==> src/rtl/core/lptw_pkg.sv <==
`timescale 1ns / 1ps

package lptw_pkg;

    // field widths
    localparam int RANGE_W   = 16;
    localparam int BEARING_W = 15;
    localparam int POSE_W    = 24;
    localparam int HEADING_W = 15;
    localparam int CM_W      = 15;

    // cordic datapath widths
    localparam int VEC_W     = 41;
    localparam int ANG_W     = 29;
    localparam int ATAN_W    = 26;
    localparam int ROUND_W   = VEC_W - 24;
    localparam int ATAN_LEN  = 24;

    // default number of rotation steps
    localparam int CORDIC_STAGES_DEF = 16;

    // angle units of 1/64 degree
    localparam int FULL_TURN    = 23040;
    localparam int QUARTER_TURN = 5760;
    localparam int ANGLE_BIAS   = 3 * FULL_TURN;
    localparam int ANG_FRAC_SH  = 14;

    // start vector scale: 0.4 times the inverse cordic gain, in 2^-24 units
    localparam logic [22:0] GAIN_SCALE = 23'd4075205;

    // floor(2n/5) by reciprocal multiplication
    localparam logic [18:0] RCP_TWO_FIFTHS = 19'd419431;
    localparam int          RCP_SHIFT      = 20;

    // register map
    localparam logic REG_MIN_RANGE = 1'b0;
    localparam logic REG_MAX_RANGE = 1'b1;
    localparam logic [15:0] MIN_RANGE_RST = 16'd520;
    localparam logic [15:0] MAX_RANGE_RST = 16'd10000;

    // quadrant codes
    localparam logic [1:0] QUAD_0 = 2'd0;
    localparam logic [1:0] QUAD_1 = 2'd1;
    localparam logic [1:0] QUAD_2 = 2'd2;
    localparam logic [1:0] QUAD_3 = 2'd3;

    // fields carried alongside the rotation
    typedef struct packed {
        logic signed [POSE_W-1:0] pose_x;
        logic signed [POSE_W-1:0] pose_y;
        logic [BEARING_W-1:0]     bearing;
        logic [CM_W-1:0]          range_cm;
        logic [1:0]               quad;
    } lptw_side_t;

    // rotation vector and residual angle
    typedef struct packed {
        logic signed [VEC_W-1:0] x;
        logic signed [VEC_W-1:0] y;
        logic signed [ANG_W-1:0] z;
    } lptw_vec_t;

    // arctangent of 2^-i in 2^-20 degree
    function automatic logic [ATAN_W-1:0] atan_coef(input int idx);
        logic [ATAN_W-1:0] v;
        case (idx)
            0:       v = 26'd47185920;
            1:       v = 26'd27855475;
            2:       v = 26'd14718068;
            3:       v = 26'd7471121;
            4:       v = 26'd3750058;
            5:       v = 26'd1876857;
            6:       v = 26'd938658;
            7:       v = 26'd469357;
            8:       v = 26'd234682;
            9:       v = 26'd117342;
            10:      v = 26'd58671;
            11:      v = 26'd29335;
            12:      v = 26'd14668;
            13:      v = 26'd7334;
            14:      v = 26'd3667;
            15:      v = 26'd1833;
            16:      v = 26'd917;
            17:      v = 26'd458;
            18:      v = 26'd229;
            19:      v = 26'd115;
            20:      v = 26'd57;
            21:      v = 26'd29;
            22:      v = 26'd14;
            23:      v = 26'd7;
            default: v = '0;
        endcase
        return v;
    endfunction

endpackage

==> src/rtl/core/lptw_cfg.sv <==
`timescale 1ns / 1ps

module lptw_cfg
    import lptw_pkg::*;
(
    input  logic                clk,
    input  logic                rst_n,
    input  logic                psel,
    input  logic                penable,
    input  logic                pwrite,
    input  logic [2:0]          paddr,
    input  logic [31:0]         pwdata,
    output logic [31:0]         prdata,
    output logic                pready,
    output logic [RANGE_W-1:0]  min_range,
    output logic [RANGE_W-1:0]  max_range
);

    logic [RANGE_W-1:0] min_range_reg;
    logic [RANGE_W-1:0] max_range_reg;
    logic               wr_en;

    assign pready = 1'b1;
    assign wr_en  = psel & penable & pwrite;

    // register writes on the access cycle
    always_ff @(posedge clk or negedge rst_n)
    begin
        if (!rst_n)
        begin
            min_range_reg <= MIN_RANGE_RST;
            max_range_reg <= MAX_RANGE_RST;
        end
        else if (wr_en)
        begin
            case (paddr[2])
                REG_MIN_RANGE: min_range_reg <= pwdata[RANGE_W-1:0];
                REG_MAX_RANGE: max_range_reg <= pwdata[RANGE_W-1:0];
                default:       min_range_reg <= min_range_reg;
            endcase
        end
    end

    // read back
    always_comb
    begin
        case (paddr[2])
            REG_MIN_RANGE: prdata = {{(32-RANGE_W){1'b0}}, min_range_reg};
            REG_MAX_RANGE: prdata = {{(32-RANGE_W){1'b0}}, max_range_reg};
            default:       prdata = '0;
        endcase
    end

    assign min_range = min_range_reg;
    assign max_range = max_range_reg;

endmodule

==> config.mk <==
export PLATFORM = sky130hd
export DESIGN_NAME = lptw_cfg
export DESIGN_NICKNAME = d
export VERILOG_FILES = /design/src/rtl/core/lptw_pkg.sv /design/src/rtl/core/lptw_cfg.sv
export SDC_FILE = /design/constraint.sdc
export NUM_CORES = 1
export LEC_CHECK = 0
export BUFFER_PORTS_ARGS = -buffer_cell sky130_fd_sc_hd__buf_2
export CAP_MARGIN = 0
export CORE_ASPECT_RATIO = 0.9
export CORE_MARGIN = 10
export CORE_UTILIZATION = 45
export DETAILED_ROUTE_END_ITERATION = 6
export PLACE_DENSITY = 0.85
export SYNTH_ARGS = -nofsm -noshare
export SYNTH_HDL_FRONTEND = slang
export SYNTH_SLANG_ARGS = --single-unit
==> constraint.sdc <==
create_clock -name clk -period 1.6 [get_ports clk]
set_input_delay 0.16 -clock clk [delete_from_list [all_inputs] [get_ports clk]]
set_output_delay 0.16 -clock clk [all_outputs]
set_load 0.01 [all_outputs]
# Yosys cells after proc, flatten, opt, wreduce, memory -nomap -nowiden
# Index checks and enable logic that the tools add are counted.
[totals] regBits=32 latchBits=0 mem_bits_rw=0 rom_bits=0 input_bits=40 memories=0
[op_classes] n_addsub=0 mul=0 n_div=0 order_cmp=0 n_eq_ne=0 n_shift=0 muxes=1 bitwise_logic=3 n_reduce_logical=2
[ops] operator="$pmux W32 S2" n=1
[ops] operator="$reduce_and A2 Y1" n=2
[ops] operator="$and A1 B1 Y1" n=2
[ops] operator="$not A1 Y1" n=1

# Logic depth before layout (Yosys ltp)
[logic_depth] depth_word=3 mapped_depth=4 depth_no_buf=2

# Least setup slack after synthesis
# Ideal clock, no wire load.
[synth_timing] path_kind="input to register" startpoint="input port paddr[2]" endpoint="register min_range_reg[0] (netlist: min_range[0])" setup_time_ns=0.125 arrival_ns=0.968 slack_ns=0.507 cell_stages=4 path_buffers=2 path_cell_list="buf_6 > nand4b_4 > buf_6 > mux2_4"
[synth_via] elab_chain_cells=2
[synth_rtl] element="start, declared" line_no="lptw_cfg.sv:11" text="input logic [2:0] paddr,"
[synth_rtl] element="$not A1 Y1 (no source line)"
[synth_rtl] element="$reduce_and A2 Y1 (no source line)"
[synth_rtl] element="end signal, assigned" line_no="lptw_cfg.sv:37" text="REG_MIN_RANGE: min_range_reg <= pwdata[RANGE_W-1:0];"
[synth_rtl] element="end signal, assigned" line_no="lptw_cfg.sv:39" text="default: min_range_reg <= min_range_reg;"
[synth_rtl] element="end, declared" line_no="lptw_cfg.sv:19" text="logic [RANGE_W-1:0] min_range_reg;"
# No other way between the ends.
# A chain may end at the register's enable or synchronous reset.

# Final worst setup path
[layout_timing] startpoint="register min_range_reg[3] (netlist: min_range[3])" endpoint="output port prdata[3]"
[layout_via] elab_chain_cells=1
[layout_rtl] element="$pmux W32 S2" line_no="lptw_cfg.sv:47" text="case (paddr[2])"
[layout_rtl] element="end, declared" line_no="lptw_cfg.sv:13" text="output logic [31:0] prdata,"
# No other way between the ends. The select of a mux whose other input is x is not followed.

==> run_results.csv <==
group,metric,value,unit
run_status,outcome,"finished, final reports clean",
synth,synth_area,0.00161,mm^2
layout,fin_nets,218,
route,firstDrtPassIters,2,
synth,synthMostInstantiatedCell,"mux2_2",
timing,finalSetupViolations,0,
synth,yosys-top-cells-area,"dfrtp_1, mux2_2, dfstp_2",
clocking,root_buffer,"clkbuf_8",
timing,slew_viol_final,0,
clocking,clk_path_buf_depth,2,
worst_setup_path,rr_worst_depth,1,
timing,worst_pin_slew,710,ps
global_routing,grtUsageTotal,0.115,
route,finalWirelength,3740,um
clocking,h-tree-depth,2,
flow_run,cap_violations,0,
route,num_vias,1032,
synth,syn_inst,105,
power_and_ir_drop,power_density,1340,mW/mm^2
timing,hold_viol,0,
global_routing,grt_first_pass_wirelength,6070,um
power_and_ir_drop,p_total,2730,uW
worst_setup_path,end_kind,"primary output",
clocking,clkTransAtPathRegs,70,ps
worst_setup_path,timing.rr.end,"min_range[10]$_DFFE_PN0P_",
clocking,cts_setup_buffers,0,
hold_path,min_from,"pwdata[12]",
placement,dp_hpwl,2930,um
synth,synthTopCellsByCount,"mux2_2, dfrtp_1, buf_4",
clocking,cts_tree,"yes",
floorplan,core-area,0.00340,mm^2
synth,async_flop_share,1.00,
clocking,worstSkewPairLatency,270,ps
floorplan,io_pins,105,
timing,setup_tns,0,ps
route,drc,0,
layout,num_antenna_cells,0,
timing,min_period_over_period,0.788,
power_and_ir_drop,power_leakage,0.00106,uW
placement,place.gp.congestion,0.689,
layout,postLayoutCoreUtil,0.596,
layout,final_area,0.00203,mm^2
synth,avgSynthCellArea,15.3,um^2
placement,placed_cell_area,0.00191,mm^2
synth,synth_edf_count,0,
route,routedWlPerCell,16.8,um
clocking,cts_sinks,32,
worst_setup_path,crit_start,"min_range[3]$_DFFE_PN1P_",
floorplan,start_util,0.472,
global_routing,antenna_found_initial,0,
worst_setup_path,r2r_slack,810,ps
power_and_ir_drop,ir_drop,0.801,mV
hold_path,hold_class,"input pin to flop",
hold_path,hold_depth,2,
global_routing,grt_max_degree,33,
floorplan,fp.dieArea,0.00636,mm^2
synth,ys_seq_area_frac,0.504,
route,ant_nets,0,
worst_setup_path,arrival,1100,ps
floorplan,num_rows,20,
floorplan,die_w,83.0,um
synth,ys_ff_latch,32,
floorplan,die_h,76.7,um
global_routing,grt_pass1_vias,1175,
timing,max_freq,0.793,GHz
layout,areaGrowthSynthToFinish,26.3,%
clocking,numCtsBuffers,5,
timing,slew_headroom,0.527,
global_routing,grt_overflow_total,0,
worst_setup_path,worstSetupPathType,"flop to primary output",
worst_setup_path,start_kind,"flop",
layout,drive_gt1_frac,0.754,
synth,yosys_warnings,0,
route,drt-initial-drc-count,19,
synth,netlist.area_leader.share,0.389,
timing,rsz0062_at_grt,"no",
worst_setup_path,r2r_start,"min_range[10]$_DFFE_PN0P_",
layout,stdcell_count,223,
hold_path,hold_path_end,"max_range[12]$_DFFE_PN0P_",
synth,synth_top_cell_by_area,"dfrtp_1",
worst_setup_path,worstPathRequired,1440,ps
route,via_per_inst,4.63,
timing,finalClockSkew,0,ps
placement,placed_cells,214,
placement,port_buffers,69,
timing,period_needed,1260,ps
synth,yosysUniqueCellTypes,10,
worst_setup_path,cp_max_fo,3,
synth,ys.flop_type,"dfrtp_1",
==> where the power goes <==
part           total, uW  internal, uW  leakage, uW  switching (uW)
Sequential          1150          1020     0.000374             129
Combinational        845           451     0.000630             394
Clock                733           461    0.0000552             271
Total               2730          1930      0.00106             795
==> through the flow <==
step | hold slack (ps) | setup WS, ps
after CTS | 114 | 330
after detailed placement | 246 | 338
after global routing | 115 | 295
after floorplan | -136 | 507
after global placement | 248 | 351
final | 126 | 339
==> critical path, stage by stage (launching register included) <==
cell     delay [ps]
dfstp_2         550
mux2_2          150
buf_2           130
==> layout by cell type (no fill, tap or decap) <==
cell type / instances
mux2_2: 38
buf_4: 2
nand4_4: 1
nand4b_4: 1
clkbuf_8: 5
bufinv_16: 1
buf_2: 69
clkinv_2: 1
mux2_4: 10
dfstp_2: 7
dfrtp_1: 25
dlygate4sd3_1: 1
conb_1: 17
clkbuf_1: 1
==> routing by layer <==
layer	GRT usage	wire, um
met5	0	0
met4	0.0306	13
met3	0.0676	389
met2	0.181	1850
met1	0.129	1480
==> cells by family after synthesis <==
logic type | share of synthesized area
buffers and inverters | 0.104
flip-flops | 0.504
multiplexers | 0.360
other | 0.00467
AND/OR/NAND/NOR | 0.0280
==> area by class of cell <==
cell class,count,area [um^2]
repair buffers,72,370
multi-input cells,67,687
well taps,44,55.1
flip-flops and latches,32,810
fillers,307,1370
clock inverters,2,35.0
clock buffers,6,72.6
==> worst max path at each step <==
stage	endpoint	slack, ps	cells past startpoint
after global routing	prdata[3]	290	2
after floorplan	min_range[0]$_DFFE_PN0P_	510	4
after detailed placement	max_range[15]$_DFFE_PN0P_	340	4
final	prdata[3]	340	2
after CTS	prdata[3]	330	2
after global placement	max_range[1]$_DFFE_PN0P_	350	4
==> repair_timing <==
| item | CTS | global route |
|---|---|---|
| hold buffers | 1 | 0 |
| resized for setup | 0 | 0 |
| endpoints found under the hold margin | 25 | 0 |
Note: power is estimated with default switching activity, not from simulation.
