File: src/rtl/core/lptw_pkg.sv
`timescale 1ns / 1ps

package lptw_pkg;

    // field widths
    localparam int RANGE_W   = 16;
    localparam int BEARING_W = 15;
    localparam int POSE_W    = 24;
    localparam int HEADING_W = 15;
    localparam int CM_W      = 15;

    // cordic datapath widths
    localparam int VEC_W     = 41;
    localparam int ANG_W     = 29;
    localparam int ATAN_W    = 26;
    localparam int ROUND_W   = VEC_W - 24;
    localparam int ATAN_LEN  = 24;

    // default number of rotation steps
    localparam int CORDIC_STAGES_DEF = 16;

    // angle units of 1/64 degree
    localparam int FULL_TURN    = 23040;
    localparam int QUARTER_TURN = 5760;
    localparam int ANGLE_BIAS   = 3 * FULL_TURN;
    localparam int ANG_FRAC_SH  = 14;

    // start vector scale: 0.4 times the inverse cordic gain, in 2^-24 units
    localparam logic [22:0] GAIN_SCALE = 23'd4075205;

    // floor(2n/5) by reciprocal multiplication
    localparam logic [18:0] RCP_TWO_FIFTHS = 19'd419431;
    localparam int          RCP_SHIFT      = 20;

    // register map
    localparam logic REG_MIN_RANGE = 1'b0;
    localparam logic REG_MAX_RANGE = 1'b1;
    localparam logic [15:0] MIN_RANGE_RST = 16'd520;
    localparam logic [15:0] MAX_RANGE_RST = 16'd10000;

    // quadrant codes
    localparam logic [1:0] QUAD_0 = 2'd0;
    localparam logic [1:0] QUAD_1 = 2'd1;
    localparam logic [1:0] QUAD_2 = 2'd2;
    localparam logic [1:0] QUAD_3 = 2'd3;

    // fields carried alongside the rotation
    typedef struct packed {
        logic signed [POSE_W-1:0] pose_x;
        logic signed [POSE_W-1:0] pose_y;
        logic [BEARING_W-1:0]     bearing;
        logic [CM_W-1:0]          range_cm;
        logic [1:0]               quad;
    } lptw_side_t;

    // rotation vector and residual angle
    typedef struct packed {
        logic signed [VEC_W-1:0] x;
        logic signed [VEC_W-1:0] y;
        logic signed [ANG_W-1:0] z;
    } lptw_vec_t;

    // arctangent of 2^-i in 2^-20 degree
    function automatic logic [ATAN_W-1:0] atan_coef(input int idx);
        logic [ATAN_W-1:0] v;
        case (idx)
            0:       v = 26'd47185920;
            1:       v = 26'd27855475;
            2:       v = 26'd14718068;
            3:       v = 26'd7471121;
            4:       v = 26'd3750058;
            5:       v = 26'd1876857;
            6:       v = 26'd938658;
            7:       v = 26'd469357;
            8:       v = 26'd234682;
            9:       v = 26'd117342;
            10:      v = 26'd58671;
            11:      v = 26'd29335;
            12:      v = 26'd14668;
            13:      v = 26'd7334;
            14:      v = 26'd3667;
            15:      v = 26'd1833;
            16:      v = 26'd917;
            17:      v = 26'd458;
            18:      v = 26'd229;
            19:      v = 26'd115;
            20:      v = 26'd57;
            21:      v = 26'd29;
            22:      v = 26'd14;
            23:      v = 26'd7;
            default: v = '0;
        endcase
        return v;
    endfunction

endpackage

File: src/rtl/core/lptw_front.sv
`timescale 1ns / 1ps

module lptw_front
    import lptw_pkg::*;
(
    input  logic                        clk,
    input  logic                        rst_n,
    input  logic                        in_valid,
    output logic                        in_ready,
    input  logic [RANGE_W-1:0]          range_raw,
    input  logic [BEARING_W-1:0]        bearing,
    input  logic signed [POSE_W-1:0]    pose_x,
    input  logic signed [POSE_W-1:0]    pose_y,
    input  logic signed [HEADING_W-1:0] heading,
    input  logic [RANGE_W-1:0]          min_range,
    input  logic [RANGE_W-1:0]          max_range,
    output logic                        out_valid,
    input  logic                        out_ready,
    output lptw_vec_t                   out_vec,
    output lptw_side_t                  out_side
);

    logic                    s1_vld_reg;
    logic signed [VEC_W-1:0] s1_x_reg;
    logic [BEARING_W-1:0]    s1_t_reg;
    lptw_side_t              s1_side_reg;
    logic                    s2_vld_reg;
    lptw_vec_t               s2_vec_reg;
    lptw_side_t              s2_side_reg;

    logic s1_rdy;
    logic s2_rdy;

    logic                    gate_pass;
    logic [38:0]             x0_prod;
    logic [34:0]             cm_prod;
    logic signed [17:0]      t_raw;
    logic [16:0]             t_pos;
    logic [16:0]             t_mod;
    lptw_side_t              s1_side_next;
    logic [14:0]             r_rest;
    logic [1:0]              r_quad;
    lptw_vec_t               s2_vec_next;
    lptw_side_t              s2_side_next;

    // stage handshake
    assign s2_rdy   = !s2_vld_reg || out_ready;
    assign s1_rdy   = !s1_vld_reg || s2_rdy;
    assign in_ready = s1_rdy;

    // stage 1: gate, start vector, range in 1/16 cm, angle reduction
    assign gate_pass = (range_raw > min_range) && (range_raw < max_range);
    assign x0_prod   = range_raw * GAIN_SCALE;
    assign cm_prod   = range_raw * RCP_TWO_FIFTHS;
    assign t_raw     = 18'(heading) + 18'(ANGLE_BIAS) - $signed({3'b000, bearing});
    assign t_pos     = t_raw[16:0];

    always_comb
    begin
        if (t_pos >= 17'(3 * FULL_TURN))
            t_mod = t_pos - 17'(3 * FULL_TURN);
        else if (t_pos >= 17'(2 * FULL_TURN))
            t_mod = t_pos - 17'(2 * FULL_TURN);
        else if (t_pos >= 17'(FULL_TURN))
            t_mod = t_pos - 17'(FULL_TURN);
        else
            t_mod = t_pos;
    end

    always_comb
    begin
        s1_side_next.pose_x   = pose_x;
        s1_side_next.pose_y   = pose_y;
        s1_side_next.bearing  = bearing;
        s1_side_next.range_cm = cm_prod[RCP_SHIFT +: CM_W];
        s1_side_next.quad     = QUAD_0;
    end

    always_ff @(posedge clk or negedge rst_n)
    begin
        if (!rst_n)
            s1_vld_reg <= 1'b0;
        else if (s1_rdy)
            s1_vld_reg <= in_valid && gate_pass;
    end

    always_ff @(posedge clk)
    begin
        if (s1_rdy)
        begin
            s1_x_reg    <= $signed({2'b00, x0_prod});
            s1_t_reg    <= t_mod[BEARING_W-1:0];
            s1_side_reg <= s1_side_next;
        end
    end

    // stage 2: quadrant and rest angle
    always_comb
    begin
        if (s1_t_reg >= 15'(3 * QUARTER_TURN))
        begin
            r_quad = QUAD_3;
            r_rest = s1_t_reg - 15'(3 * QUARTER_TURN);
        end
        else if (s1_t_reg >= 15'(2 * QUARTER_TURN))
        begin
            r_quad = QUAD_2;
            r_rest = s1_t_reg - 15'(2 * QUARTER_TURN);
        end
        else if (s1_t_reg >= 15'(QUARTER_TURN))
        begin
            r_quad = QUAD_1;
            r_rest = s1_t_reg - 15'(QUARTER_TURN);
        end
        else
        begin
            r_quad = QUAD_0;
            r_rest = s1_t_reg;
        end
    end

    always_comb
    begin
        s2_vec_next.x      = s1_x_reg;
        s2_vec_next.y      = '0;
        s2_vec_next.z      = {2'b00, r_rest[12:0], {ANG_FRAC_SH{1'b0}}};
        s2_side_next       = s1_side_reg;
        s2_side_next.quad  = r_quad;
    end

    always_ff @(posedge clk or negedge rst_n)
    begin
        if (!rst_n)
            s2_vld_reg <= 1'b0;
        else if (s2_rdy)
            s2_vld_reg <= s1_vld_reg;
    end

    always_ff @(posedge clk)
    begin
        if (s2_rdy)
        begin
            s2_vec_reg  <= s2_vec_next;
            s2_side_reg <= s2_side_next;
        end
    end

    assign out_valid = s2_vld_reg;
    assign out_vec   = s2_vec_reg;
    assign out_side  = s2_side_reg;

endmodule

File: config.mk
export PLATFORM = sky130hd
export DESIGN_NAME = lptw_front
export DESIGN_NICKNAME = d
export VERILOG_FILES = /design/src/rtl/core/lptw_pkg.sv /design/src/rtl/core/lptw_front.sv
export SDC_FILE = /design/constraint.sdc
export NUM_CORES = 1
export LEC_CHECK = 0
export ABC_AREA = 1
export BUFFER_PORTS_ARGS = -buffer_cell sky130_fd_sc_hd__buf_4
export CORE_ASPECT_RATIO = 1.2
export CORE_UTILIZATION = 55
export CTS_BUF_LIST = sky130_fd_sc_hd__clkbuf_8
export CTS_CLUSTER_DIAMETER = 40
export DETAILED_ROUTE_END_ITERATION = 8
export GPL_TIMING_DRIVEN = 0
export HOLD_SLACK_MARGIN = 0.15
export PLACE_DENSITY = 0.83
export SLEW_MARGIN = 30
export SYNTH_ARGS = -nofsm -noshare
export SYNTH_HDL_FRONTEND = slang
export SYNTH_SLANG_ARGS = --single-unit
File: constraint.sdc
create_clock -name clk -period 4.3 [get_ports clk]
set_clock_uncertainty 0.05 [all_clocks]
set_input_delay 0.215 -clock clk [delete_from_list [all_inputs] [get_ports clk]]
set_output_delay 0.215 -clock clk [all_outputs]
set_load 0.03 [all_outputs]
-- Yosys cells after proc, flatten, opt, wreduce, memory -nomap -nowiden
Index checks and enable logic that the tools add are counted.
- flip-flop bits (word level): 264
- input port bits: 130
- logic and storage cells: 49
- add/sub/neg operators: 8
- multiply operators: 2
- magnitude comparators: 8
- multiplexer cells: 8
- reductions and logical operators: 7
- operators with widths (operator ; count):
    $mux 15 ; 3
    $mux 13 ; 3
    $mul 16x22->38 const B ; 1
    $mul 16x19->35 const B ; 1
    $add 15x17->17 const B ; 1
    $ge 17x15->1 const B ; 1
    $ge 17x16->1 const B ; 1
    $ge 17x17->1 const B ; 1
    $sub 17x16->17 ; 1
    $gt 16x16->1 ; 1
    $lt 16x16->1 ; 1
    $ge 15x13->1 const B ; 1
    $ge 15x14->1 const B ; 1
    $ge 15x15->1 const B ; 1
    $sub 15x12->15 const B ; 1
    $sub 15x14->15 const B ; 1
    $sub 15x15->15 const B ; 1
    $sub 13x10->13 const B ; 1
    $sub 13x12->13 const B ; 1
    $sub 13x13->13 const B ; 1
    $logic_and 1x1->1 ; 2
    $logic_not 1->1 ; 2
    $logic_or 1x1->1 ; 2
    $mux 1 ; 2
    $reduce_or 2->1 ; 1

-- Logic depth before layout (Yosys ltp)
- depth in word-level cells: 6
- depth in mapped cells: 25
- gate-level depth less buffers: 25

-- Least setup slack after synthesis
Ideal clock, no wire load.
- kind: flip-flop to flip-flop
- from: reg s2_vld_reg (netlist: out_valid)
- to: reg s1_side_reg[10] in the netlist's numbering, enable pin
- setup time: 1.554 ns
- arrival time: 3.734 ns
- data required time: 2.696 ns
- setup slack: -1.038 ns
- cell stages (with the launch flop): 2
- buffers on the path: 0
- path through: dfrtp_1 -> nand3_1
- word-level cells in the longest chain between the ends: 3
- ends and longest elaborated chain (what ; RTL line ; RTL):
    start, declared ; lptw_front.sv:27 ; logic s2_vld_reg;
    start signal, assigned ; lptw_front.sv:136 ; s2_vld_reg <= s1_vld_reg;
    $logic_not 1->1 ; lptw_front.sv:47 ; assign s2_rdy = !s2_vld_reg || out_ready;
    $logic_or 1x1->1 ; lptw_front.sv:47 ;
    $logic_or 1x1->1 ; lptw_front.sv:48 ; assign s1_rdy = !s1_vld_reg || s2_rdy;
    net in_ready ; lptw_front.sv:9 ; output logic in_ready,
    end signal, assigned ; lptw_front.sv:93 ; s1_side_reg <= s1_side_next;
    end, declared ; lptw_front.sv:26 ; lptw_side_t s1_side_reg;
The timed path passes the listed nets, and every way through them passes these cells.
A chain may end at the register's enable or synchronous reset.

-- Worst setup path after layout
- from: in range_raw[5]
- to: reg s1_x_reg[36], data pin
- word-level cells in the longest chain between the ends: 1
- ends and longest elaborated chain (what ; RTL line ; RTL):
    start, declared ; lptw_front.sv:10 ; input logic [RANGE_W-1:0] range_raw,
    $mul 16x22->38 ; lptw_front.sv:53 ; assign x0_prod = range_raw * GAIN_SCALE;
    net x0_prod[36] ; lptw_front.sv:35 ; logic [38:0] x0_prod;
    end signal, assigned ; lptw_front.sv:91 ; s1_x_reg <= $signed({2'b00, x0_prod});
    end, declared ; lptw_front.sv:24 ; logic signed [VEC_W-1:0] s1_x_reg;
The timed path passes the listed nets, and every way through them passes these cells.

==> results.sh <==
export IMPL_yosysMostFrequentCell="inv_1"
export IMPL_dieArea_sq_mm=0.04204
export IMPL_status="complete, but fails checks"
export IMPL_cp_slowest_cell="fa_2"
export IMPL_end_kind="register"
export IMPL_reg2reg_depth=10
export IMPL_ys_dominant_reg_cell="edfxtp_1"
export IMPL_start_util_pct=55.64
export IMPL_path_delay_family="adder cells"
export IMPL_synth_common_cells="inv_1, ha_1, edfxtp_1, nand2_1, fa_1"
export IMPL_gr_total_overflow=0
export IMPL_critical_path_buf_inv_count=6
export IMPL_grt_busiest_layer="met2"
export IMPL_finalCriticalPeriod_ps=4788
export IMPL_yosysTopAreaCell="edfxtp_1"
export IMPL_die_x_um=187.3
export IMPL_hold_path_class="primary input to register"
export IMPL_cp_data_arrival_time_ps=5030
export IMPL_async_flop_share_pct=0.7576
export IMPL_vias=16990
export IMPL_fillers=2759
export IMPL_slew_violations=0
export IMPL_syn_area_per_cell_sq_um=10.50
export IMPL_cts_sinks=264
export IMPL_via_per_inst=5.198
export IMPL_placementRows=81
export IMPL_maxSlewHeadroom_pct=49.77
export IMPL_worstSetupEndpoint="s1_x_reg[36]"
export IMPL_cap_viol_max_count=0
export IMPL_slowest_delay_ps=600
export IMPL_use_met2_pct=52.82
export IMPL_synth_seq_cells=264
export IMPL_hold_viol_final=0
export IMPL_cts_tree="done"
export IMPL_whs_ps=190.8
export IMPL_io_buffers=262
export IMPL_synth_top_area_share_pct=34.70
export IMPL_critical_path_cell_count=19
export IMPL_synth_area_sq_mm=0.02267
export IMPL_largest_register_ffs=80
export IMPL_grtUsageMet1_pct=31.41
export IMPL_grt_pass1_vias=17800
export IMPL_drt_antenna_violating_nets=0
export IMPL_cts_buffers=41
export IMPL_min_period_over_period_pct=111.4
export IMPL_fmax_mhz=208.8
export IMPL_drc_errors=0
export IMPL_fp_dieH_um=224.4
export IMPL_yosysWarnings=0
export IMPL_routedWlPerCell_um=17.76
export IMPL_cp_cell_sequence="buf_12 > fa_2 > inv_4 > fa_1 > inv_1 > fa_2 > fa_2 > fa_1 > inv_1 > fa_1 > inv_2 > ha_4 > nand2_4 > nor4_4 > nand2_1 > o211ai_1 > buf_4 > a31oi_2 > xnor2_1"
export IMPL_use_met3_pct=3.027
export IMPL_grt_max_degree=52
export IMPL_timing_setup_tns_ps=-9013
export IMPL_rsz0062_at_grt="yes"
export IMPL_first_pass_iters=6
export IMPL_r2r_end="out_vec[25]"
export IMPL_root_buffer="clkbuf_8"
export IMPL_multiInputGateArea_sq_mm=0.01403
export IMPL_synth_edf_count=262
export IMPL_drtIter0Drc=839
export IMPL_fin_nets=3356
export IMPL_worstSetupPathType="primary input to register"
export IMPL_io_pins=323
export IMPL_tightest_slew_ps=745.6
export IMPL_synth_area_top_cells="edfxtp_1, ha_1, fa_1"
export IMPL_antenna_found_initial=2
export IMPL_grt_pass1_wl_um=90360
export IMPL_seq_area_sq_mm=0.007918
export IMPL_place_gp_congestion=0.9487
export IMPL_regToRegStartpoint="s1_t_reg[4]"
export IMPL_placed_area_sq_mm=0.02645
export IMPL_reg2reg_slack_ps=2030
export IMPL_synth_distinct_cells=54
export IMPL_grt_use_total_pct=27.56
export IMPL_cp_required_ps=4540
export IMPL_detail_route_wirelength_um=58040
export IMPL_core_area_sq_mm=0.04074
export IMPL_cts_htree_levels=2
export IMPL_synth_cells=2160
export IMPL_startpoint="range_raw[5]"
export IMPL_place_ws_ps=-1334
export IMPL_drive_gt1_share_pct=30.18
export IMPL_clk_pin_slew_ps=60
export IMPL_clockBufferDepth=3
export IMPL_clk_latency_ps=570
export IMPL_violations="setup timing"
export IMPL_startpoint_type="primary input"
export IMPL_hpwl_um=44130
export IMPL_ys_seq_area_share_pct=34.92
export IMPL_design_area_sq_mm=0.02970
export IMPL_syn2layout_area_growth_pct=30.99
export IMPL_critPathMaxFanout=4
export IMPL_finalWorstSetupSlack_ps=-488.5
export IMPL_finalSetupViolCount=36
[worst min-delay path by stage]
stage,start,endpoint,cells past startpoint
after floorplan,rst_n,out_valid,0
after global placement,rst_n,out_valid,1
after detailed placement,rst_n,out_valid,1
after CTS,out_ready,s1_x_reg[34],3
after global routing,out_ready,s1_x_reg[34],3
final,out_ready,s1_x_reg[34],3
[placed cells by master (no fill, tap or decap), types with 24 or more instances in the layout]
master,count
fa_2,28
fa_1,171
xor2_1,39
nand4_1,30
buf_4,385
inv_2,51
clkbuf_8,41
conb_1,60
o21ai_0,37
nor2_1,74
nand2_1,212
inv_1,463
edfxtp_1,262
nand3_1,46
nand2_4,24
ha_1,287
ha_4,41
dlygate4sd3_1,73
nand2_2,42
a21oi_1,62
[logic make-up after synthesis]
family          count (synthesis)  synth area share, %
buf+inv                       585                10.72
fa+ha+maj                     530                35.84
simple gates                  508                10.64
flops                         264                34.92
compound gates                213                5.552
xor+xnor                       59                2.312
other cells                     1              0.01654
[routing by layer]
layer  up-vias  wire, um  share of wire [%]
met1      8296     21560                 37
met3       134      2914                5.0
met5         -         0                  0
met2       572     31640                 55
met4         0      1923                3.3
li1       7984         -                  -
[what timing repair did]
action / CTS / global route
setup buffers: 72 / 23
pin swaps: 127 / 91
endpoints found under the hold margin: 72 / 0
cloned: 0 / 0
setup endpoints to repair: 34 / 37
gates resized for setup: 175 / 66
hold buffers: 73 / 0
[worst register-to-register path, cell delays in order (launching register included)]
cell      delay (ps)
edfxtp_1         380
nor3_1           190
nand3_1          190
inv_1            140
nand3b_1         100
a31oi_1          350
inv_1            230
o221ai_1         160
o21ai_0          130
nand2_1           80
nand2_1           50
[metrics by stage]
| stage | cells | util [%] |
|---|---|---|
| after floorplan | 2219 | - |
| after global placement | 3020 | 64.62 |
| after detailed placement | 3025 | 64.92 |
| after CTS | 3244 | 71.83 |
| after global routing | 3267 | 72.89 |
| final | 3268 | 72.89 |
[area by class of cell]
| type | count | area share (%) |
|---|---|---|
| Inverter | 522 | 6.809 |
| Sequential cell | 264 | 26.66 |
| Tap cell | 539 | 2.271 |
| Clock inverter | 33 | 0.8005 |
| Timing Repair Buffer | 434 | 12.74 |
| Buffer | 63 | 1.567 |
| Antenna cell | 2 | 0.01685 |
| Multi-Input combinational cell | 1370 | 47.24 |
| Clock buffer | 41 | 1.900 |
Power is not shown: default switching activity piles up to over one toggle a cycle in this logic, so the estimate is an artifact.
