===== src/rtl/core/lptw_pkg.sv =====
`timescale 1ns / 1ps

package lptw_pkg;

    // field widths
    localparam int RANGE_W   = 16;
    localparam int BEARING_W = 15;
    localparam int POSE_W    = 24;
    localparam int HEADING_W = 15;
    localparam int CM_W      = 15;

    // cordic datapath widths
    localparam int VEC_W     = 41;
    localparam int ANG_W     = 29;
    localparam int ATAN_W    = 26;
    localparam int ROUND_W   = VEC_W - 24;
    localparam int ATAN_LEN  = 24;

    // default number of rotation steps
    localparam int CORDIC_STAGES_DEF = 16;

    // angle units of 1/64 degree
    localparam int FULL_TURN    = 23040;
    localparam int QUARTER_TURN = 5760;
    localparam int ANGLE_BIAS   = 3 * FULL_TURN;
    localparam int ANG_FRAC_SH  = 14;

    // start vector scale: 0.4 times the inverse cordic gain, in 2^-24 units
    localparam logic [22:0] GAIN_SCALE = 23'd4075205;

    // floor(2n/5) by reciprocal multiplication
    localparam logic [18:0] RCP_TWO_FIFTHS = 19'd419431;
    localparam int          RCP_SHIFT      = 20;

    // register map
    localparam logic REG_MIN_RANGE = 1'b0;
    localparam logic REG_MAX_RANGE = 1'b1;
    localparam logic [15:0] MIN_RANGE_RST = 16'd520;
    localparam logic [15:0] MAX_RANGE_RST = 16'd10000;

    // quadrant codes
    localparam logic [1:0] QUAD_0 = 2'd0;
    localparam logic [1:0] QUAD_1 = 2'd1;
    localparam logic [1:0] QUAD_2 = 2'd2;
    localparam logic [1:0] QUAD_3 = 2'd3;

    // fields carried alongside the rotation
    typedef struct packed {
        logic signed [POSE_W-1:0] pose_x;
        logic signed [POSE_W-1:0] pose_y;
        logic [BEARING_W-1:0]     bearing;
        logic [CM_W-1:0]          range_cm;
        logic [1:0]               quad;
    } lptw_side_t;

    // rotation vector and residual angle
    typedef struct packed {
        logic signed [VEC_W-1:0] x;
        logic signed [VEC_W-1:0] y;
        logic signed [ANG_W-1:0] z;
    } lptw_vec_t;

    // arctangent of 2^-i in 2^-20 degree
    function automatic logic [ATAN_W-1:0] atan_coef(input int idx);
        logic [ATAN_W-1:0] v;
        case (idx)
            0:       v = 26'd47185920;
            1:       v = 26'd27855475;
            2:       v = 26'd14718068;
            3:       v = 26'd7471121;
            4:       v = 26'd3750058;
            5:       v = 26'd1876857;
            6:       v = 26'd938658;
            7:       v = 26'd469357;
            8:       v = 26'd234682;
            9:       v = 26'd117342;
            10:      v = 26'd58671;
            11:      v = 26'd29335;
            12:      v = 26'd14668;
            13:      v = 26'd7334;
            14:      v = 26'd3667;
            15:      v = 26'd1833;
            16:      v = 26'd917;
            17:      v = 26'd458;
            18:      v = 26'd229;
            19:      v = 26'd115;
            20:      v = 26'd57;
            21:      v = 26'd29;
            22:      v = 26'd14;
            23:      v = 26'd7;
            default: v = '0;
        endcase
        return v;
    endfunction

endpackage


===== src/rtl/core/lptw_back.sv =====
`timescale 1ns / 1ps

module lptw_back
    import lptw_pkg::*;
(
    input  logic                     clk,
    input  logic                     rst_n,
    input  logic                     in_valid,
    output logic                     in_ready,
    input  lptw_vec_t                in_vec,
    input  lptw_side_t               in_side,
    output logic                     out_valid,
    input  logic                     out_ready,
    output logic signed [POSE_W-1:0] world_x,
    output logic signed [POSE_W-1:0] world_y,
    output logic [BEARING_W-1:0]     bearing_out,
    output logic [CM_W-1:0]          range_cm
);

    logic                      b1_vld_reg;
    logic signed [ROUND_W-1:0] b1_c_reg;
    logic signed [ROUND_W-1:0] b1_s_reg;
    lptw_side_t                b1_side_reg;
    logic                      b2_vld_reg;
    logic signed [POSE_W-1:0]  b2_x_reg;
    logic signed [POSE_W-1:0]  b2_y_reg;
    logic [BEARING_W-1:0]      b2_bearing_reg;
    logic [CM_W-1:0]           b2_cm_reg;

    logic b1_rdy;
    logic b2_rdy;

    logic signed [VEC_W-1:0]   c_full;
    logic signed [VEC_W-1:0]   s_full;
    logic signed [VEC_W-1:0]   c_bias;
    logic signed [VEC_W-1:0]   s_bias;
    logic signed [POSE_W:0]    wx_sum;
    logic signed [POSE_W:0]    wy_sum;
    logic signed [POSE_W-1:0]  wx_sat;
    logic signed [POSE_W-1:0]  wy_sat;

    assign b2_rdy   = !b2_vld_reg || out_ready;
    assign b1_rdy   = !b1_vld_reg || b2_rdy;
    assign in_ready = b1_rdy;

    // stage b1: exact quarter-turn rotation and rounding to 1/16 cm
    always_comb
    begin
        case (in_side.quad)
            QUAD_0:
            begin
                c_full = in_vec.x;
                s_full = in_vec.y;
            end
            QUAD_1:
            begin
                c_full = -in_vec.y;
                s_full = in_vec.x;
            end
            QUAD_2:
            begin
                c_full = -in_vec.x;
                s_full = -in_vec.y;
            end
            QUAD_3:
            begin
                c_full = in_vec.y;
                s_full = -in_vec.x;
            end
            default:
            begin
                c_full = in_vec.x;
                s_full = in_vec.y;
            end
        endcase
    end

    assign c_bias = c_full + $signed(VEC_W'(1) << 23);
    assign s_bias = s_full + $signed(VEC_W'(1) << 23);

    always_ff @(posedge clk or negedge rst_n)
    begin
        if (!rst_n)
            b1_vld_reg <= 1'b0;
        else if (b1_rdy)
            b1_vld_reg <= in_valid;
    end

    always_ff @(posedge clk)
    begin
        if (b1_rdy)
        begin
            b1_c_reg    <= c_bias[VEC_W-1:24];
            b1_s_reg    <= s_bias[VEC_W-1:24];
            b1_side_reg <= in_side;
        end
    end

    // stage b2: add pose and saturate, output register
    assign wx_sum = {b1_side_reg.pose_x[POSE_W-1], b1_side_reg.pose_x}
                    + (POSE_W+1)'(b1_c_reg);
    assign wy_sum = {b1_side_reg.pose_y[POSE_W-1], b1_side_reg.pose_y}
                    + (POSE_W+1)'(b1_s_reg);

    always_comb
    begin
        if (wx_sum[POSE_W] != wx_sum[POSE_W-1])
            wx_sat = wx_sum[POSE_W] ? {1'b1, {(POSE_W-1){1'b0}}} : {1'b0, {(POSE_W-1){1'b1}}};
        else
            wx_sat = wx_sum[POSE_W-1:0];
        if (wy_sum[POSE_W] != wy_sum[POSE_W-1])
            wy_sat = wy_sum[POSE_W] ? {1'b1, {(POSE_W-1){1'b0}}} : {1'b0, {(POSE_W-1){1'b1}}};
        else
            wy_sat = wy_sum[POSE_W-1:0];
    end

    always_ff @(posedge clk or negedge rst_n)
    begin
        if (!rst_n)
            b2_vld_reg <= 1'b0;
        else if (b2_rdy)
            b2_vld_reg <= b1_vld_reg;
    end

    always_ff @(posedge clk)
    begin
        if (b2_rdy)
        begin
            b2_x_reg       <= wx_sat;
            b2_y_reg       <= wy_sat;
            b2_bearing_reg <= b1_side_reg.bearing;
            b2_cm_reg      <= b1_side_reg.range_cm;
        end
    end

    assign out_valid   = b2_vld_reg;
    assign world_x     = b2_x_reg;
    assign world_y     = b2_y_reg;
    assign bearing_out = b2_bearing_reg;
    assign range_cm    = b2_cm_reg;

endmodule


===== config.mk =====
export PLATFORM = sky130hd
export DESIGN_NAME = lptw_back
export DESIGN_NICKNAME = d
export VERILOG_FILES = /design/src/rtl/core/lptw_pkg.sv /design/src/rtl/core/lptw_back.sv
export SDC_FILE = /design/constraint.sdc
export NUM_CORES = 1
export LEC_CHECK = 0
export ABC_AREA = 0
export BUFFER_PORTS_ARGS = -buffer_cell sky130_fd_sc_hd__buf_2
export CORE_MARGIN = 5
export CORE_UTILIZATION = 59
export DETAILED_ROUTE_END_ITERATION = 8
export GPL_TIMING_DRIVEN = 0
export PLACE_DENSITY_LB_ADDON = 0.15
export SYNTH_ARGS = -nofsm -noshare
export SYNTH_HDL_FRONTEND = slang
export SYNTH_SLANG_ARGS = --single-unit

===== constraint.sdc =====
create_clock -name clk -period 14.07 [get_ports clk]
set_input_delay 4.221 -clock clk [delete_from_list [all_inputs] [get_ports clk]]
set_output_delay 4.221 -clock clk [all_outputs]
set_load 0.01 [all_outputs]

# After elaboration in Yosys (flattened, before gate mapping)

Cells that the tools add are included.
Widths: inputs -> output; s select.

Mux-type cells: 6
Add/sub/neg operators: 6
Equal/unequal tests: 5
Reduce and logical (&&, ||, !) cells: 5

Operators by type and width:

| kind                   | count |
|---|---|
| $pmux 41 s4            | 2 |
| $mux 24                | 4 |
| $add 41x25->41 const B | 2 |
| $neg 41->41            | 2 |
| $add 24x17->25         | 2 |
| $eq 2x2->1 const B     | 2 |
| $eq 2x1->1 const B     | 1 |
| $logic_not 1->1        | 2 |
| $logic_not 2->1        | 1 |
| $logic_or 1x1->1       | 2 |
| $ne 1x1->1             | 2 |

Bits of input ports: 195
Register bits: 192
Output and inout port bits: 80

# Depth between registers and ports, before layout

Gate-level depths: netlist of run 1.

Depth in word-level cells: 3
Gate-level depth with buffers: 13
Gate-level depth less buffers: 11

# Worst setup path before layout of run 1

No wires, ideal clock.

Path kind: in2out
From: input port out_ready
To: output port in_ready
Cell stages on the path: 1
Buffers on the path: 0
Path slack: 2,968 ps
Arrival time: 6,881 ps
Cells stage by stage: nand3b_1

Word-level cells in the longest chain between the ends: 2

Ends and longest elaborated chain:

| what               | RTL line        | text |
|---|---|---|
| start: declaration | lptw_back.sv:13 | `input logic out_ready,` |
| $logic_or 1x1->1   | lptw_back.sv:42 | `assign b2_rdy = !b2_vld_reg \|\| out_ready;` |
| $logic_or 1x1->1   | lptw_back.sv:43 | `assign b1_rdy = !b1_vld_reg \|\| b2_rdy;` |
| end: declaration   | lptw_back.sv:9  | `output logic in_ready,` |

No other way between the ends.

# Worst setup path in the final report of run 1

Same ends and word-level chain as after synthesis.

==> impl_metrics.toml, run 1 <==
[routing]
vias = 8965
drt_first_pass_iters = 6
drc = 0
via_per_inst = 6.11
finalWirelength_mm = 27.9
first_iter_violations = 818
routedWlPerCell_um = 19.0
ant_nets = 0

[placed_design]
portBuffers = 241
place_congestion = 0.938
dp_hpwl_mm = 21.6
post-place-cells = 1434

[yosys]
synth-simple-area-share = 0.138
synth_enable_flop_cells = 190
synth_area_um2 = 11100
synth_seq_cells = 192
synth.yosys.seq_area_share = 0.517
synth_common_cells = "190 x edfxtp_1, 62 x nand2_1, 57 x o21ai_0, 56 x a21oi_1, 50 x ha_1"
yosys.area.top_type = "edfxtp_1"
synth_xor_area_frac = 0.0566
async_flop_share = 0.0104
synth_fp_nets = 1199
synthMuxAreaShare = 0.0485
ys.flop_type = "edfxtp_1"
synth_compound_area_frac = 0.147
synth_fa_ha_area_frac = 0.0696
synth_top_area_frac = 0.512
yosysMostFrequentCell = "edfxtp_1"
synthesis.instances = 952
yosysWarningCount = 0
ys_top_cells_by_area = "edfxtp_1 51%, ha_1 5.6%, mux4_2 3.8%"
synth_top_family_by_area = "compound AO/OA/AOI/OAI gates"
avgSynthCellArea_um2 = 11.7
yosysUniqueCellTypes = 69

[floorplan]
core-area_um2 = 18600
die_h_um = 147
ios = 275
die_area_um2 = 21700
die_x_um = 147
row_count = 50
start_util = 0.598

[outcome]
status = "completed"

[final_layout]
finalNonFillerCells = 1467
n_fill_cell = 1379
regArea_um2 = 5760
multi_input_area_um2 = 5130
layout-drive-gt1-share = 0.261
largest_register_ff_count = 78
syn2layout_area_growth_pct = 20.4
nets = 1466

[global_routing]
grt_max_degree = 47
grt_pass1_vias = 8628
overflow = 0
antenna_found_initial = 2
grt_first_pass_wirelength_mm = 44.8
grt_usage = 0.257

[cts]
cts_hold_buffers = 0
htreeDepth = 4
cts_buffers = 17
clk_path_buf_depth = 2
cts-root-buf = "clkbuf_16"
clkTransAtPathRegs_ps = 80
cts.sinks = 192
ctsResizeCount = 0
clkLatencyLatePin_ps = 430
cts_tree = "done"
cts_setup_buffers = 0

[sta]
maxSlewHeadroom = 0.299
post-route-min-period_ps = 10080
hold_violations = 0
finalSetupViolCount = 0
min_period_over_period = 0.716
clock.fmax_ghz = 0.0992
worst_pin_slew_ps = 1030
fin_tns_setup_ps = 0
finalMaxSlewViolations = 0
skew_ps = 10.8
grt_setup_unrepaired = "no"

[worst_setup_path]
critPathCaptureType = "primary output"
critPathKind = "primary input to primary output"
rrSetupSlack_ps = 9410
crit_fanout = 20
start_kind = "primary input"
crit_arrival_ps = 5860
crit_required_ps = 9850

[power_and_ir_drop]
p_per_area_nw_per_um2 = 134
peakVddDrop_mv = 0.102
power.leakage_uw = 0.00521

[worst_hold_path]
worst_hold_path_type = "flop to flop"

[flow_run]
maxCapViolCount = 0
worst max-delay path: stages:
cell and delay, ps:
buf_2 110, nand3b_1 610, buf_16 390, buf_8 170, buf_8 170, buf_2 150
power by group:
part	switching (uW)	internal, uW	leakage [uW]
logic	307	217	0.00299
registers	30.3	758	0.00193
clock network	237	243	0.000289
total	574	1220	0.00521
logic make-up after synthesis:
kind of cell,count (synthesis)
AND/OR/NAND/NOR,281
AO/OA/AOI/OAI,247
buffers and inverters,67
XOR/XNOR,72
multiplexers,30
adder cells (fa/ha/maj),63
flip-flops,192
per-stage QoR:
step / utilization / hold WS (ps) / worst slack (ps) / power [uW] / area, um^2
final: 0.719 / 415 / 3990 / 1790 / 13400
after global routing: 0.719 / 424 / 3910 / 1890 / 13400
after CTS: 0.719 / 417 / 3980 / 1800 / 13400
after detailed placement: 0.686 / 405 / 3980 / 1320 / 12800
after global placement: 0.678 / 400 / 632 / 1300 / 12600
after floorplan: - / 400 / 2970 / 1140 / 11100
routing by layer:
layer	share of wire	track usage	vias up	wire [um]
met5	0.00047	0	-	13
li1	-	-	4277	-
met4	0.027	0.0857	2	761
met1	0.42	0.345	4216	11600
met2	0.48	0.431	416	13500
met3	0.072	0.0435	54	2020
final cells by class:
cell class / instances / area share
flip-flops and latches: 192 / 0.429
multi-input cells: 693 / 0.382
repair buffers: 248 / 0.101
clock buffers: 17 / 0.0317
well taps: 234 / 0.0218
clock inverters: 15 / 0.0141
plain buffers: 40 / 0.0123
inverters: 27 / 0.00756
diodes: 1 / 0.000187
worst paths after layout:
kind / cells past startpoint / start / to
max in group asynchronous: 1 / rst_n / out_valid$_DFFE_PN0P_
worst min register to register: 0 / b1_side_reg[12]$_DFFE_PP_ / range_cm[10]$_DFFE_PP_
worst max register to register: 13 / b1_s_reg[0]$_DFFE_PP_ / world_y[8]$_DFFE_PP_
min in group asynchronous: 1 / rst_n / b1_vld_reg$_DFFE_PN0P_
worst min-delay path: 0 / b1_side_reg[12]$_DFFE_PP_ / range_cm[10]$_DFFE_PP_
worst max-delay path: 6 / out_ready / in_ready
placed cells by master, fill, tap and decap left out, types with 15 or more instances in the layout:
cell / count
or3_1: 15
nand3_1: 24
nor3_1: 31
o21ai_0: 57
ha_1: 50
clkbuf_1: 31
edfxtp_1: 190
buf_2: 241
mux4_2: 19
xnor2_1: 41
nand2_1: 62
clkbuf_16: 17
a21oi_1: 56
a21o_1: 24
nor4_1: 25
inv_1: 26
nor2_1: 47
xor2_1: 31
Power figures use the tool's default switching activity.
==> run 2, diff against run 1 <==
- CORE_UTILIZATION: 59 -> 49
- clock period: 14.07 -> 8.1 ns (I/O delays scaled with it)
==> impl_metrics.toml, run 2 (synthesis results as in run 1) <==
[outcome]
status = "completed"

[worst_setup_path]
path_depth = 5
rr_endpoint = "world_y[11]$_DFFE_PP_"
crit_end = "in_ready"
crit_fanout = 17
slowest_stage = "nand3b_1"
cp_top_family = "buffers and inverters"
critPathKind = "primary input to primary output"
reg2reg_from = "b1_s_reg[0]$_DFFE_PP_"
crit_buf_inv = 4
path_cells = "buf_2 > nand3b_1 > buf_8 > buf_8 > buf_2"
startpoint = "out_ready"
start_kind = "primary input"
crit_required_ps = 5670
crit_arrival_ps = 3870
r2r_cells = 13
critPathCaptureType = "primary output"
rrSetupSlack_ps = 3580
cp_slowest_stage_delay_ps = 600

[cts]
clk_path_buf_depth = 2
htreeDepth = 4
cts.sinks = 192
cts_hold_buffers = 0
clkLatencyLatePin_ps = 430
cts_setup_buffers = 0
cts_tree = "done"
cts_buffers = 17
clkTransAtPathRegs_ps = 70
ctsResizeCount = 0
cts-root-buf = "clkbuf_16"

[power_and_ir_drop]
power_frac_clock = 0.278
p_switching_uw = 977
p_seq_frac = 0.435
peakVddDrop_mv = 0.125
p_per_area_nw_per_um2 = 234
netSwitchingFraction = 0.310
p_comb_frac = 0.287
power.leakage_uw = 0.00523
p_int_uw = 2170

[routing]
wl_met2_mm = 12.9
ant_nets = 0
met3_length_mm = 1.76
drt_first_pass_iters = 5
top_layer_used = "met4"
first_iter_violations = 535
met1Wirelength_mm = 12.3
drc = 0
finalWirelength_mm = 27.6
via_per_inst = 5.78
routedWlPerCell_um = 18.2
vias = 8775

[floorplan]
die_area_um2 = 25900
die_x_um = 161
die_h_um = 161
core-area_um2 = 22500
ios = 275
start_util = 0.495
row_count = 55

[sta]
maxSlewHeadroom = 0.313
skew_ps = 14.9
worst_pin_slew_ps = 1000
grt_setup_unrepaired = "no"
finalSetupViolCount = 0
fin_ws_ps = 1800
hold_violations = 0
post-route-min-period_ps = 6300
min_period_over_period = 0.778
clock.fmax_ghz = 0.159
finalMaxSlewViolations = 0

[global_routing]
grt_max_degree = 44
grt_pass1_vias = 8403
grt_first_pass_wirelength_mm = 43.8
antenna_found_initial = 0
grt_usage = 0.209
overflow = 0

[final_layout]
layout_common_cells = "241 x buf_2, 190 x edfxtp_1, 62 x nand2_1"
nets = 1466
n_fill_cell = 1895
largest_register_ff_count = 78
antennaDiodeCount = 0
syn2layout_area_growth_pct = 20.9
stdcell_area_um2 = 13500
final_common_cell = "buf_2"
layout-drive-gt1-share = 0.261

[placed_design]
place_area_um2 = 12800
place_ws_ps = 1780
dp_hpwl_mm = 21.4
place_congestion = 0.917
portBuffers = 241

[worst_hold_path]
min_path_cells = 0
worst_hold_path_type = "flop to flop"

[flow_run]
maxCapViolCount = 0
[run 2: changes by cell type in the layout (fill, tap and decap cells not counted), moves of 2 or more]
cell / previous run / this run
clkinvlp_4: 2 / 0
inv_6: 0 / 4
clkinv_8: 5 / 1
inv_8: 3 / 5
bufinv_16: 0 / 2
[run 2: how the worst min path moves through the flow]
stage | from | end | slack, ps
after floorplan | b1_side_reg[17]$_DFFE_PP_ | bearing_out[0]$_DFFE_PP_ | 400
after global placement | b1_side_reg[8]$_DFFE_PP_ | range_cm[6]$_DFFE_PP_ | 400
after detailed placement | b1_side_reg[27]$_DFFE_PP_ | bearing_out[10]$_DFFE_PP_ | 400
after CTS | b1_side_reg[5]$_DFFE_PP_ | range_cm[3]$_DFFE_PP_ | 420
after global routing | b1_side_reg[30]$_DFFE_PP_ | bearing_out[13]$_DFFE_PP_ | 430
final | b1_side_reg[30]$_DFFE_PP_ | bearing_out[13]$_DFFE_PP_ | 420
[run 2: power by group through the flow]
stage | Clock (uW) | Combinational [uW] | Sequential (uW)
5_1_grt | 935 | 1010 | 1380
3_5_place_dp | 0 | 900 | 1390
3_3_place_gp | 0 | 880 | 1400
4_1_cts | 894 | 905 | 1370
6_report | 876 | 904 | 1370
2_1_floorplan | 0 | 530 | 1450
[run 2: metal layers]
layer / vias to the layer above / track usage
met1: 4094 / 0.289
li1: 4289 / -
met5: - / 0
met3: 37 / 0.0346
met2: 355 / 0.337
met4: 0 / 0.0717
[run 2: layout make-up]
cell class,count,area [um^2],share of cell area
clock inverter,15,201,0.0150
tap,285,357,0.0265
timing repair buffer,248,1340,0.0995
buffer,40,165,0.0123
clock buffer,17,425,0.0316
inverter,27,101,0.00752
multi-input combinational,693,5130,0.381
sequential,192,5760,0.427
[run 2: metrics by stage]
step                      setup TNS, ps  instances  hold WS, ps  utilization  power (uW)
after detailed placement              0       1485          405        0.571        2290
after CTS                             0       1517          419        0.599        3170
final                                 0       1517          418        0.599        3150
after floorplan                       0        952          400            -        1980
after global routing                  0       1517          425        0.599        3320
after global placement            -1850       1478          400        0.565        2280
==> run 3, diff against run 2 <==
- CORE_UTILIZATION: 49 -> 54
- clock period: 8.1 -> 6.6 ns (I/O delays scaled with it)
==> impl_metrics.toml, run 3 (synthesis results as in run 1) <==
[outcome]
status = "completed"

[worst_setup_path]
cp_top_family = "buffers and inverters"
path_cells = "buf_2 > nand3b_1 > buf_8 > buf_8 > buf_8 > buf_8 > buf_2"
crit_arrival_ps = 3640
crit_buf_inv = 6
critPathKind = "primary input to primary output"
crit_fanout = 20
critPathCaptureType = "primary output"
cp_common_cell = "buf_8"
slowest_stage = "nand3b_1"
start_kind = "primary input"
crit_required_ps = 4620
cp_slowest_stage_delay_ps = 530

[routing]
vias = 8967
via_per_inst = 5.97
first_iter_violations = 767
drt_first_pass_iters = 5
finalWirelength_mm = 27.8
routedWlPerCell_um = 18.5
drc = 0
ant_nets = 0

[sta]
maxSlewHeadroom = 0.324
post-route-min-period_ps = 5620
finalMaxSlewViolations = 0
min_period_over_period = 0.852
fin_ws_ps = 978
finalSetupViolCount = 0
hold_violations = 0
skew_ps = 13.9
worst_pin_slew_ps = 988
grt_setup_unrepaired = "no"
fin_tns_setup_ps = 0
clock.fmax_ghz = 0.178

[final_layout]
antennaDiodeCount = 0
largest_register_ff_count = 78
layout_common_cells = "241 x buf_2, 190 x edfxtp_1, 62 x nand2_1"
n_fill_cell = 1595
nets = 1467
final_common_cell = "buf_2"
syn2layout_area_growth_pct = 21.0
layout-drive-gt1-share = 0.262

[floorplan]
die_x_um = 154
die_area_um2 = 23600
row_count = 52
start_util = 0.549
core-area_um2 = 20300
ios = 275
die_h_um = 154

[power_and_ir_drop]
p_per_area_nw_per_um2 = 287
power.total_uw = 3880
power.leakage_uw = 0.00523
peakVddDrop_mv = 0.163

[global_routing]
grt_max_degree = 45
overflow = 0
grt_pass1_vias = 8681
grt_usage = 0.233
grt_first_pass_wirelength_mm = 44.5
antenna_found_initial = 0

[cts]
cts.sinks = 192
cts-root-buf = "clkbuf_16"
cts_hold_buffers = 0
clk_path_buf_depth = 2
ctsResizeCount = 0
cts_setup_buffers = 0
clkLatencyLatePin_ps = 440
cts_tree = "done"
cts_buffers = 17
htreeDepth = 4
clkTransAtPathRegs_ps = 80

[placed_design]
portBuffers = 241
place_congestion = 0.912
dp_hpwl_mm = 21.5
place_ws_ps = 947

[flow_run]
maxCapViolCount = 0

[worst_hold_path]
worst_hold_path_type = "flop to flop"
[run 3: where the power goes]
part           total, uW  switching (uW)  internal (uW)
logic               1120             655            463
clock network       1080             518            562
registers           1680            63.2           1620
total               3880            1240           2640
[run 3: through the flow]
| stage | std cells | cell area, um^2 | utilization | hold WS [ps] |
|---|---|---|---|---|
| 6_report | 1503 | 13500 | 0.664 | 418 |
| 5_1_grt | 1503 | 13500 | 0.664 | 429 |
| 4_1_cts | 1503 | 13500 | 0.664 | 420 |
| 3_5_place_dp | 1471 | 12800 | 0.632 | 405 |
| 3_3_place_gp | 1463 | 12700 | 0.625 | 401 |
| 2_1_floorplan | 952 | 11100 | - | 400 |
[run 3: cell type report]
| class | count | area (um^2) | share of cell area |
|---|---|---|---|
| clock inverter | 15 | 230 | 0.0171 |
| sequential | 192 | 5760 | 0.427 |
| multi-input combinational | 693 | 5130 | 0.380 |
| inverter | 27 | 101 | 0.00751 |
| buffer | 40 | 165 | 0.0122 |
| timing repair buffer | 249 | 1340 | 0.0996 |
| tap | 270 | 338 | 0.0250 |
| clock buffer | 17 | 425 | 0.0315 |
[run 3: routing by layer]
layer	vias up	share of wire	GRT usage
met2	382	0.47	0.372
met4	0	0.029	0.0955
met3	52	0.073	0.0422
li1	4290	-	-
met1	4243	0.43	0.318
met5	-	0	0
[run 3: final timing paths]
kind / slack [ps] / start / endpoint / cells past startpoint
setup / recovery: 980 / out_ready / in_ready / 7
setup reg to reg: 2080 / b1_s_reg[0]$_DFFE_PP_ / world_y[2]$_DFFE_PP_ / 13
max in group asynchronous: 5190 / rst_n / b1_vld_reg$_DFFE_PN0P_ / 1
hold / removal: 420 / b1_side_reg[25]$_DFFE_PP_ / bearing_out[8]$_DFFE_PP_ / 0
hold reg to reg: 420 / b1_side_reg[25]$_DFFE_PP_ / bearing_out[8]$_DFFE_PP_ / 0
min in group asynchronous: 1310 / rst_n / b1_vld_reg$_DFFE_PN0P_ / 1
[run 3: worst reg2reg max path, stage by stage (launching register included)]
cell	delay [ps]
edfxtp_1	370
ha_1	230
fa_1	400
a21o_1	180
a21oi_1	240
o21ai_0	180
a2111oi_0	880
nor3_1	180
o21bai_1	240
a31oi_1	140
clkbuf_1	290
nand2_1	360
clkbuf_1	380
o21ai_0	170
